==> config.mk <==
export PLATFORM = sky130hd
export DESIGN_NAME = life_cellular_automaton
export DESIGN_NICKNAME = d
export VERILOG_FILES = /design/src/hw/rtl/lca_pkg.sv /design/src/hw/rtl/lca_row_rule.sv /design/src/hw/rtl/life_cellular_automaton.sv
export VERILOG_INCLUDE_DIRS = /design/src /design/src/hw/rtl
export SDC_FILE = /design/constraint.sdc
export NUM_CORES = 2
export LEC_CHECK = 0
export ABC_AREA = 1
export ABC_CLOCK_PERIOD_IN_PS = 6300
export BUFFER_PORTS_ARGS = -buffer_cell sky130_fd_sc_hd__buf_4
export CAP_MARGIN = 20
export CORE_MARGIN = 2
export CORE_UTILIZATION = 45
export DETAILED_ROUTE_END_ITERATION = 10
export HOLD_SLACK_MARGIN = 0.05
export MAX_ROUTING_LAYER = met4
export PLACE_DENSITY_LB_ADDON = 0.15
export SLEW_MARGIN = 20
export SYNTH_ARGS = -nofsm -noshare
export SYNTH_HDL_FRONTEND = slang
export SYNTH_HIERARCHICAL = 1
export SYNTH_SLANG_ARGS = --single-unit
==> constraint.sdc <==
create_clock -name aclk -period 6.3 [get_ports aclk]
set_clock_uncertainty 0.15 [all_clocks]
set_input_delay 0.945 -clock aclk [delete_from_list [all_inputs] [get_ports aclk]]
set_output_delay 0.945 -clock aclk [all_outputs]
set_load 0.02 [all_outputs]
==> src/hw/rtl/life_cellular_automaton_macros.svh <==
// ---------------------------------------------------------------------------
// Assertion macros for the life cellular automaton block
// Checks are compiled out when SYNTH is defined.
// ---------------------------------------------------------------------------
`ifndef LIFE_CELLULAR_AUTOMATON_MACROS_SVH
`define LIFE_CELLULAR_AUTOMATON_MACROS_SVH

`ifndef SYNTH
// property checked only while out of reset
`define LCA_ASSERT(lbl, clk, rst_n, prop, msg) \
    lbl: assert property (@(posedge clk) disable iff (!rst_n) prop) else $error(msg);
// property checked at every edge, reset included
`define LCA_ASSERT_ALWAYS(lbl, clk, prop, msg) \
    lbl: assert property (@(posedge clk) prop) else $error(msg);
`else
`define LCA_ASSERT(lbl, clk, rst_n, prop, msg)
`define LCA_ASSERT_ALWAYS(lbl, clk, prop, msg)
`endif

`endif

==> src/hw/rtl/lca_pkg.sv <==
// ---------------------------------------------------------------------------
// lca_pkg
// Shared types and constants of the life cellular automaton block.
// ---------------------------------------------------------------------------
package lca_pkg;

    localparam int OP_W       = 2;
    localparam int CELL_ROW_W = 6;
    localparam int CELL_COL_W = 6;
    localparam int NBR_CNT_W  = 4;

    typedef enum logic [OP_W-1:0] {
        OP_SET  = 2'd0,
        OP_CLR  = 2'd1,
        OP_ADV  = 2'd2,
        OP_READ = 2'd3
    } op_t;

    // B3/S23 neighbour counts
    localparam logic [NBR_CNT_W-1:0] CNT_SURVIVE = 4'd2;
    localparam logic [NBR_CNT_W-1:0] CNT_BIRTH   = 4'd3;

endpackage

==> src/hw/rtl/lca_row_rule.sv <==
// ---------------------------------------------------------------------------
// lca_row_rule
// Next-generation value of one grid row from the old rows above, here and
// below; cells past either end of the row count as dead.
// ---------------------------------------------------------------------------
module lca_row_rule
    import lca_pkg::*;
#(
    parameter int COLS = 64
) (
    input  logic [COLS-1:0] above,
    input  logic [COLS-1:0] here,
    input  logic [COLS-1:0] below,
    output logic [COLS-1:0] next_row
);

    logic [COLS+1:0] above_ext;
    logic [COLS+1:0] here_ext;
    logic [COLS+1:0] below_ext;

    assign above_ext = {1'b0, above, 1'b0};
    assign here_ext  = {1'b0, here,  1'b0};
    assign below_ext = {1'b0, below, 1'b0};

    always_comb begin
        logic [NBR_CNT_W-1:0] cnt;
        for (int c = 0; c < COLS; c++) begin
            cnt = NBR_CNT_W'(above_ext[c]) + NBR_CNT_W'(above_ext[c+1])
                + NBR_CNT_W'(above_ext[c+2]) + NBR_CNT_W'(here_ext[c])
                + NBR_CNT_W'(here_ext[c+2]) + NBR_CNT_W'(below_ext[c])
                + NBR_CNT_W'(below_ext[c+1]) + NBR_CNT_W'(below_ext[c+2]);
            next_row[c] = (cnt == CNT_BIRTH) || (here[c] && (cnt == CNT_SURVIVE));
        end
    end

endmodule

==> src/hw/rtl/life_cellular_automaton.sv <==
// ---------------------------------------------------------------------------
// life_cellular_automaton
// Game of life (B3/S23) grid held in a row-wide synchronous memory.
// ---------------------------------------------------------------------------
// Usage:
//   Input channel s_*: one request carries op, cell_row and cell_col.
//     op set/clear/read touches one cell; op advance steps the whole grid
//     one generation (no wrap, cells off the grid are dead).
//   Result channel m_*: one result per request, m_cell_live is the state of
//     the addressed cell after the request (0 when the address is off grid).
//   Sequence: a cell request goes through S_CELL, then S_OUT, to m_valid; an
//     advance goes through S_ADV, then S_OUT, with the single memory read
//     port streaming one row per cycle through the rule logic.
//   Throughput: one request at a time; s_ready is high only when no request
//     is in flight, so a new request is not taken before the last one is
//     through to the output register.
//   Reset: all cells read as dead at once (a per-row valid bit masks rows
//     never written since reset); no clearing pass.
//   Stall: the result sits in an output register; the next request is taken
//     while it waits, and finishes only when that register is free.
// ---------------------------------------------------------------------------
`include "life_cellular_automaton_macros.svh"

module life_cellular_automaton
    import lca_pkg::*;
#(
    parameter int GRID_ROWS = 36,
    parameter int GRID_COLS = 64
) (
    input  logic                  aclk,
    input  logic                  aresetn,
    input  logic                  s_valid,
    output logic                  s_ready,
    input  logic [OP_W-1:0]       s_op,
    input  logic [CELL_ROW_W-1:0] s_cell_row,
    input  logic [CELL_COL_W-1:0] s_cell_col,
    output logic                  m_valid,
    input  logic                  m_ready,
    output logic                  m_cell_live
);

    localparam int ROW_W = $clog2(GRID_ROWS);
    localparam int CNT_W = $clog2(GRID_ROWS + 1);

    typedef enum logic [3:0] {
        S_IDLE = 4'b0001,
        S_CELL = 4'b0010,
        S_ADV  = 4'b0100,
        S_OUT  = 4'b1000
    } state_t;

    state_t                  state_reg, state_next;
    op_t                     op_reg;
    logic [CELL_ROW_W-1:0]   row_reg;
    logic [CELL_COL_W-1:0]   col_reg;
    logic                    row_on_reg, col_on_reg;
    logic [CNT_W-1:0]        seq_reg;
    logic [GRID_COLS-1:0]    above_reg, here_reg;
    logic                    res_reg;
    logic                    m_valid_reg, m_cell_live_reg;

    logic [GRID_COLS-1:0]    grid_mem [GRID_ROWS];
    logic [GRID_ROWS-1:0]    row_valid_reg;
    logic [GRID_COLS-1:0]    rd_data_reg;
    logic                    rd_valid_reg;

    logic                    mem_rd_en, mem_wr_en;
    logic [ROW_W-1:0]        mem_rd_addr, mem_wr_addr;
    logic [GRID_COLS-1:0]    mem_wr_data;

    logic                    accept, out_free;
    logic                    s_row_on, s_col_on;
    logic [GRID_COLS-1:0]    row_word, cell_word, below_word, rule_row, bit_mask;
    logic [CNT_W-1:0]        rd_next, wr_row;
    logic                    seq_last, seq_first;

    assign accept   = s_valid && s_ready;
    assign out_free = !m_valid_reg || m_ready;
    assign s_ready  = (state_reg == S_IDLE);
    assign m_valid  = m_valid_reg;
    assign m_cell_live = m_cell_live_reg;

    assign s_row_on = int'(s_cell_row) < GRID_ROWS;
    assign s_col_on = int'(s_cell_col) < GRID_COLS;

    assign row_word  = rd_valid_reg ? rd_data_reg : '0;
    assign bit_mask  = GRID_COLS'(1) << col_reg;
    assign rd_next   = seq_reg + CNT_W'(1);
    assign wr_row    = seq_reg - CNT_W'(1);
    assign seq_first = (seq_reg == '0);
    assign seq_last  = (int'(seq_reg) == GRID_ROWS);
    assign below_word = seq_last ? '0 : row_word;

    always_comb begin
        case (op_reg)
            OP_SET:  cell_word = row_word | bit_mask;
            OP_CLR:  cell_word = row_word & ~bit_mask;
            default: cell_word = row_word;
        endcase
    end

    lca_row_rule #(
        .COLS(GRID_COLS)
    ) u_rule (
        .above   (above_reg),
        .here    (here_reg),
        .below   (below_word),
        .next_row(rule_row)
    );

    // memory port control
    always_comb begin
        mem_rd_en   = 1'b0;
        mem_rd_addr = '0;
        mem_wr_en   = 1'b0;
        mem_wr_addr = ROW_W'(row_reg);
        mem_wr_data = cell_word;
        case (state_reg)
            S_IDLE: begin
                if (accept) begin
                    if (op_t'(s_op) == OP_ADV) begin
                        mem_rd_en = 1'b1;
                    end else begin
                        mem_rd_en   = s_row_on;
                        mem_rd_addr = ROW_W'(s_cell_row);
                    end
                end
            end
            S_CELL: begin
                mem_wr_en = row_on_reg && col_on_reg &&
                            (op_reg == OP_SET || op_reg == OP_CLR);
            end
            S_ADV: begin
                mem_rd_en   = int'(rd_next) < GRID_ROWS;
                mem_rd_addr = ROW_W'(rd_next);
                mem_wr_en   = !seq_first;
                mem_wr_addr = ROW_W'(wr_row);
                mem_wr_data = rule_row;
            end
            default: begin
            end
        endcase
    end

    always_comb begin
        state_next = state_reg;
        case (state_reg)
            S_IDLE: begin
                if (accept) begin
                    state_next = (op_t'(s_op) == OP_ADV) ? S_ADV : S_CELL;
                end
            end
            S_CELL: state_next = S_OUT;
            S_ADV: begin
                if (seq_last) begin
                    state_next = S_OUT;
                end
            end
            S_OUT: begin
                if (out_free) begin
                    state_next = S_IDLE;
                end
            end
            default: state_next = S_IDLE;
        endcase
    end

    // grid memory
    always_ff @(posedge aclk) begin
        if (mem_wr_en) begin
            grid_mem[mem_wr_addr] <= mem_wr_data;
        end
        if (mem_rd_en) begin
            rd_data_reg  <= grid_mem[mem_rd_addr];
            rd_valid_reg <= row_valid_reg[mem_rd_addr];
        end else begin
            rd_valid_reg <= 1'b0;
        end
    end

    always_ff @(posedge aclk) begin
        if (!aresetn) begin
            row_valid_reg <= '0;
        end else if (mem_wr_en) begin
            row_valid_reg[mem_wr_addr] <= 1'b1;
        end
    end

    // control
    always_ff @(posedge aclk) begin
        if (!aresetn) begin
            state_reg   <= S_IDLE;
            m_valid_reg <= 1'b0;
        end else begin
            state_reg <= state_next;
            if (state_reg == S_OUT && out_free) begin
                m_valid_reg <= 1'b1;
            end else if (m_ready) begin
                m_valid_reg <= 1'b0;
            end
        end
    end

    // datapath
    always_ff @(posedge aclk) begin
        case (state_reg)
            S_IDLE: begin
                if (accept) begin
                    op_reg     <= op_t'(s_op);
                    row_reg    <= s_cell_row;
                    col_reg    <= s_cell_col;
                    row_on_reg <= s_row_on;
                    col_on_reg <= s_col_on;
                    seq_reg    <= '0;
                    res_reg    <= 1'b0;
                end
            end
            S_CELL: begin
                res_reg <= row_on_reg && col_on_reg && |(cell_word & bit_mask);
            end
            S_ADV: begin
                seq_reg <= rd_next;
                if (seq_first) begin
                    above_reg <= '0;
                    here_reg  <= row_word;
                end else begin
                    above_reg <= here_reg;
                    here_reg  <= below_word;
                    if (row_on_reg && col_on_reg && int'(wr_row) == int'(row_reg)) begin
                        res_reg <= |(rule_row & bit_mask);
                    end
                end
            end
            S_OUT: begin
                if (out_free) begin
                    m_cell_live_reg <= res_reg;
                end
            end
            default: begin
            end
        endcase
    end

    `LCA_ASSERT(a_out_from_done, aclk, aresetn, $rose(m_valid) |-> $past(state_reg == S_OUT), "result raised outside completion")
    `LCA_ASSERT(a_wr_state, aclk, aresetn, mem_wr_en |-> (state_reg == S_CELL || state_reg == S_ADV), "grid written while idle")
    `LCA_ASSERT(a_rd_wr_apart, aclk, aresetn, (mem_wr_en && mem_rd_en) |-> (mem_rd_addr != mem_wr_addr), "row read and written in one cycle")
    `LCA_ASSERT(a_busy_after_req, aclk, aresetn, accept |=> !s_ready, "request taken while busy")
    `LCA_ASSERT_ALWAYS(a_reset_clears, aclk, !aresetn |=> (row_valid_reg == '0), "grid not cleared by reset")

endmodule

# [Word-level counts from Yosys, hierarchy flattened]
# Memories as Yosys holds them, arrays and structs flattened. A register that Yosys moved wholly into a read port is not among the register bits.
# Index checks and enable logic that the tools add are counted.
[word_totals] out_inout_bits=3 elab_cells=792 ff_bits=193 memories=1 in_bits=18 latch_bits=0 rom_bits=0 ram_bits=2304
[classes] n_reduce_logical=150 bitwise=6 multipliers=0 eq_ne=141 magnitude_cmp=5 mux=32 div=0 shift=1 addsub=443
[mem_list] name="grid_mem" depth=36 width=64 read_ports=1 rd_clocked_by_memory_dff=1 wr=1 line="life_cellular_automaton.sv:62" rtl="logic [GRID_COLS-1:0] grid_mem [GRID_ROWS];"
[op_table] operator="$add A4 B1 Y4" n=378
[op_table] operator="$eq A4 B2 Y1 const B" n=129
[op_table] operator="$mux W64" n=4
[op_table] operator="$and A64 B64 Y64" n=3
[op_table] operator="$pmux W64 S2" n=1
[op_table] operator="$reduce_or A64 Y1" n=2
[op_table] operator="$add A1 B1 Y2" n=63
[op_table] operator="$logic_and A1 B1 Y1" n=70
[op_table] operator="$logic_or A1 B1 Y1" n=66
[op_table] operator="$not A64 Y64" n=1
[op_table] operator="$or A64 B64 Y64" n=1
[op_table] operator="$shl A1 B6 Y64 const A" n=1
[op_table] operator="$or A36 B36 Y36" n=1
[op_table] operator="$mux W6" n=4
[op_table] operator="$pmux W6 S2" n=2
[op_table] operator="$pmux W4 S4" n=1
[op_table] operator="$lt A6 B7 Y1 const B" n=2
[op_table] operator="$lt A6 B6 Y1 const B" n=2
[op_table] operator="$mux W4" n=3
[op_table] operator="$mux W1" n=11
[op_table] operator="$ne A2 B2 Y1 const B" n=4
[op_table] operator="$add A6 B1 Y6 const B" n=1
[op_table] operator="$bmux W1 S6" n=1
[op_table] operator="$demux W1 S6" n=1
[op_table] operator="other kinds (21)" n=26

# [Longest topological paths before layout]
[depth] ltp_word=15 depth_mapped=27 mapped_depth_nobuf=25

# [Hierarchy]
# Netlist, hierarchy kept.
[modules_own_cells] mod="life_cellular_automaton" seq_area_each_um2=76483.4 area_per_inst_um2=105064.5 instances=1 cells_each=8916
[modules_own_cells] mod="lca_row_rule" seq_area_each_um2=0.0 area_per_inst_um2=11387.2 instances=1 cells_each=1441

# [Least setup slack after synthesis]
# Ideal clock, no wire load.
[synth_path] path_type="register -> register" from="register seq_reg[0]" to="memory grid_mem[0][1] (data pin)" arrival_ns=5.191 required_time_ns=5.665 setup_ns=0.485 path_slack_ns=0.474 stages_incl_launch_ff=22 path_cell_list="edfxtp_1 > inv_1 > ha_1 > nand2_1 > inv_1 > nand3_1 > inv_1 > clkbuf_1 > clkbuf_1 > nor2_1 > fa_1 > fa_1 > fa_1 > inv_1 > fa_1 > inv_1 > nand2_1 > nor2_1 > nand2_1 > inv_1 > inv_1 > o21ai_0"
[synth_via] elab_chain_len=9 word_cells_on_any_way=10
[synth_lines] item="from (decl)" line="life_cellular_automaton.sv:57" rtl="logic [CNT_W-1:0] seq_reg;"
[synth_lines] item="from (signal assigned)" line="life_cellular_automaton.sv:222" rtl="seq_reg <= rd_next;"
[synth_lines] item="$eq A6 B6 Y1 (*)" line="life_cellular_automaton.sv:91" rtl="assign seq_last = (int'(seq_reg) == GRID_ROWS);"
[synth_lines] item="$mux W64 (*)" line="life_cellular_automaton.sv:92" rtl="assign below_word = seq_last ? '0 : row_word;"
[synth_lines] item="via below_word[0]" line="life_cellular_automaton.sv:73" rtl="logic [GRID_COLS-1:0] row_word, cell_word, below_word, rule_row, bit_mask;"
[synth_lines] item="$add A4 B1 Y4 (*)" line="lca_row_rule.sv:30" rtl="+ NBR_CNT_W'(here_ext[c+2]) + NBR_CNT_W'(below_ext[c])"
[synth_lines] item="$add A4 B1 Y4 (*) (2 in series)" line="lca_row_rule.sv:31" rtl="+ NBR_CNT_W'(below_ext[c+1]) + NBR_CNT_W'(below_ext[c+2]);"
[synth_lines] item="$eq A4 B2 Y1" line="lca_row_rule.sv:32" rtl="next_row[c] = (cnt == CNT_BIRTH) || (here[c] && (cnt == CNT_SURVIVE));"
[synth_lines] item="$logic_and A1 B1 Y1" line="lca_row_rule.sv:32"
[synth_lines] item="$logic_or A1 B1 Y1 (*)" line="lca_row_rule.sv:32"
[synth_lines] item="via rule_row[1]" line="life_cellular_automaton.sv:73"
[synth_lines] item="$mux W64 (*)" line="life_cellular_automaton.sv:118" rtl="case (state_reg)"
[synth_lines] item="via mem_wr_data[1]" line="life_cellular_automaton.sv:69" rtl="logic [GRID_COLS-1:0] mem_wr_data;"
[synth_lines] item="to (decl)" line="life_cellular_automaton.sv:62"
# The timed path passes the listed nets; every way through them passes the cells marked *.

# [Worst setup path after layout]
[layout_path] from="register seq_reg[0]" to="memory grid_mem[31][14] (data pin)"
[layout_via] word_cells_on_any_way=10
[layout_lines] item="$eq A6 B6 Y1 (*)" line="life_cellular_automaton.sv:91"
[layout_lines] item="$mux W64 (*)" line="life_cellular_automaton.sv:92"
[layout_lines] item="via below_word[14]" line="life_cellular_automaton.sv:73"
[layout_lines] item="$add A4 B1 Y4 (*) (2 in series)" line="lca_row_rule.sv:31"
[layout_lines] item="$eq A4 B2 Y1" line="lca_row_rule.sv:32"
[layout_lines] item="$logic_and A1 B1 Y1" line="lca_row_rule.sv:32"
[layout_lines] item="$logic_or A1 B1 Y1 (*)" line="lca_row_rule.sv:32"
[layout_lines] item="via rule_row[14]" line="life_cellular_automaton.sv:73"
[layout_lines] item="$mux W64 (*)" line="life_cellular_automaton.sv:118"
[layout_lines] item="via mem_wr_data[14]" line="life_cellular_automaton.sv:69"
# Marked as above.

==> flow_summary.json <==
{
  "run_status": "finished clean",
  "ys_ff_latch": 2561,
  "cp_num_buf_inv": 7,
  "routed_wl_mm": 381,
  "layout.nets": 10855,
  "relSlewSlack": 0.223,
  "grt_pass1_vias": 75709,
  "clk_path_buf_depth": 4,
  "path_common_cell": "inv_1",
  "power.density_nw_per_um2": 378,
  "tns_ns": 0,
  "p_leak_nw": 48.2,
  "core_area_um2": 257000,
  "dp_hpwl_mm": 222,
  "crit_start": "seq_reg[0]",
  "synth_edf_count": 2519,
  "worst-r2r-cell-count": 19,
  "holdBufCountCts": 15,
  "antenna_found_initial": 15,
  "internal_power_mw": 32.6,
  "cp-start-kind": "flop",
  "min_path_type": "in -> reg",
  "worstMarginPinSlew_ns": 1.17,
  "die_h_um": 513,
  "rsz0062_at_grt": "no",
  "slew_violations": 0,
  "synth_top_cell_by_area": "edfxtp_1",
  "drc": 0,
  "mappedNetlistNets": 10817,
  "numCtsBuffers": 293,
  "yosysMostFrequentCell": "edfxtp_1",
  "netlist_area_um2": 116000,
  "crit_end": "grid_mem[31][14]",
  "ys_seq_area_frac": 0.657,
  "grt_pass1_wl_mm": 544,
  "cp.required_ns": 6.82,
  "fin_cells": 13981,
  "yosysWarnings": 6,
  "track_usage": 0.294,
  "cp.arrival_ns": 6.07,
  "reg2reg_from": "seq_reg[0]",
  "synth_top_area_frac": 0.650,
  "p_switching_mw": 16.7,
  "async_flop_share": 0,
  "clockRootBuffer": "clkbuf_16",
  "vdd_drop_max_mv": 0.356,
  "routed_via_density": 5.77,
  "cp_top_family": "adder cells",
  "syn_avg_cell_area_um2": 11.2,
  "ant_nets": 0,
  "synth_area_leaders": "edfxtp_1 65%, nor2_1 5.5%, fa_1 4.3%",
  "dpl-instance-area_um2": 122000,
  "dp_cells": 13469,
  "netlist_top_cells_count": "2519 x edfxtp_1, 1706 x nor2_1, 1341 x nand2_1",
  "cts_tree": "built",
  "critPathMaxStageDelay_ns": 0.55,
  "detail_route.iter0.violations": 9857,
  "pwr-share-comb": 0.273,
  "fin_ws_ns": 0.755,
  "crit_chain": "inv_1 > ha_1 > nand2_1 > inv_1 > nand3_1 > inv_4 > buf_12 > nor2_1 > inv_1 > fa_1 > fa_1 > inv_1 > ha_1 > fa_1 > nand3_1 > a21oi_1 > nand2_1 > nand2_1 > buf_4",
  "place_ws_ns": 0.907,
  "port_buffers": 20,
  "num_io_pins": 21,
  "htreeDepth": 5,
  "critical_path_class": "reg -> reg",
  "cts_resized": 0,
  "multiInputGateArea_um2": 33900,
  "fill_cells": 22485,
  "p_sw_frac": 0.339,
  "r2r_slack_ns": 0.76,
  "grt_overflow_total": 0,
  "min_period_ns": 5.54,
  "period_share": 0.880,
  "ys.flop_type": "edfxtp_1",
  "vias": 80697,
  "regMostFlops": "grid_mem",
  "clk_pin_slew_ns": 0.06,
  "grt_max_degree": 156,
  "die_width_um": 513,
  "clock.fmax_mhz": 180,
  "place.gp.congestion": 0.968,
  "clock_latency_ns": 0.96,
  "wl_per_cell_um": 27.2,
  "design.die.area_um2": 263000,
  "setup_viol": 0,
  "syn_inst": 10357,
  "reg2reg_to": "grid_mem[31][14]",
  "register_area_um2": 76500,
  "fin_area_um2": 130000,
  "drive_above_1_share": 0.0745,
  "cp-end-kind": "flop",
  "largest_register_ffs": 2304,
  "crit_cells": 19,
  "hold_viol_final": 0,
  "area.growth.synth_to_final_pct": 12.0,
  "p_seq_frac": 0.413,
  "pwr-share-clk": 0.314,
  "critPathMaxFanout": 58,
  "numClockSinks": 2561,
  "drt_first_pass_iters": 7,
  "cts_setup_buffers": 0,
  "synth.distinct_cells": 44,
  "critPathSlowestCell": "a21oi_1",
  "start_util": 0.453,
  "rows": 186,
  "cap_violations": 0
}
cell type report:
class / count / share of cell area
Timing Repair Buffer: 325 / 0.0275
Tap cell: 3384 / 0.0325
Clock inverter: 115 / 0.00550
Antenna cell: 11 / 0.000211
Clock buffer: 371 / 0.0589
Multi-Input combinational cell: 6212 / 0.260
Inverter: 1002 / 0.0295
Sequential cell: 2561 / 0.586
worst reg2reg max path, stage by stage (launching register included):
cell and delay (ns):
edfxtp_1 0.43, inv_1 0.19, ha_1 0.22, nand2_1 0.07, inv_1 0.08, nand3_1 0.11, inv_4 0.23, buf_12 0.33
nor2_1 0.13, inv_1 0.16, fa_1 0.46, fa_1 0.50, inv_1 0.05, ha_1 0.21, fa_1 0.53, nand3_1 0.10
a21oi_1 0.55, nand2_1 0.11, nand2_1 0.23, buf_4 0.39
cells in the final DEF, fill, tap and decap left out, types with 5 or more instances in the layout:
cell type	netlist	routed
edfxtp_1	2519	2519
nor2_1	1706	1685
nand2_1	1341	1340
inv_1	994	973
o21ai_0	995	963
nand3_1	858	858
clkbuf_16	0	295
a21oi_1	284	284
fa_1	252	252
buf_4	68	221
ha_1	190	190
o22ai_1	183	183
o211ai_1	156	156
buf_12	0	89
o21ai_1	86	85
clkbuf_1	274	74
nand4_1	63	63
clkinv_1	2	59
dfxtp_1	42	41
clkinv_2	0	39
o21ai_2	0	30
nor3_1	28	28
nor2_4	4	26
inv_6	0	17
dlygate4sd3_1	0	15
a31oi_2	0	14
diode_2	0	11
inv_4	0	11
xor2_1	9	9
bufinv_16	0	7
nor2_2	7	6
inv_2	6	5
a31oi_4	1	5
per-stage QoR:
| step | power, mW | hold WS (ns) | util |
|---|---|---|---|
| 5_1_grt | 51.6 | 0.169 | 0.507 |
| 3_3_place_gp | 33.8 | 0.291 | 0.474 |
| 6_report | 49.3 | 0.185 | 0.507 |
| 3_5_place_dp | 34.0 | 0.298 | 0.474 |
| 2_1_floorplan | 29.0 | 0.250 | - |
| 4_1_cts | 49.4 | 0.113 | 0.507 |
worst min path at each step:
stage | from | to | slack (ns) | cells after the start
5_1_grt | m_ready | m_valid | 0.17 | 4
4_1_cts | m_ready | m_valid | 0.11 | 4
6_report | m_ready | m_valid | 0.18 | 4
3_3_place_gp | row_valid_reg[2] | row_valid_reg[2] | 0.29 | 2
3_5_place_dp | row_valid_reg[19] | row_valid_reg[19] | 0.30 | 2
2_1_floorplan | res_reg | m_cell_live | 0.25 | 0
cells by family after synthesis:
logic type	after synthesis	synth area share
AOI/OAI and AO/OA	1734	0.0805
adders and majority gates	442	0.0637
and+or+nand+nor	4025	0.142
buffers and inverters	1584	0.0566
DFF	2561	0.657
xor gates and xnor gates	11	0.000827
power by group through the flow:
stage          Sequential (mW)  Clock, mW  Combinational [mW]
3_3_place_gp              20.7          0                13.1
6_report                  20.4       15.5                13.5
2_1_floorplan             20.5          0                8.45
4_1_cts                   20.3       15.7                13.4
3_5_place_dp              20.7          0                13.3
5_1_grt                   20.4       16.4                14.8
layer usage:
metal,vias to the layer above,global-route usage,share of wire,wire [um]
met5,-,-,0,0
met4,0,0.0774,0.028,10700
met3,576,0.0450,0.089,34000
met2,3708,0.438,0.45,171000
met1,40563,0.421,0.43,165000
li1,35850,-,-,-
(Power assumes the default switching activity.)
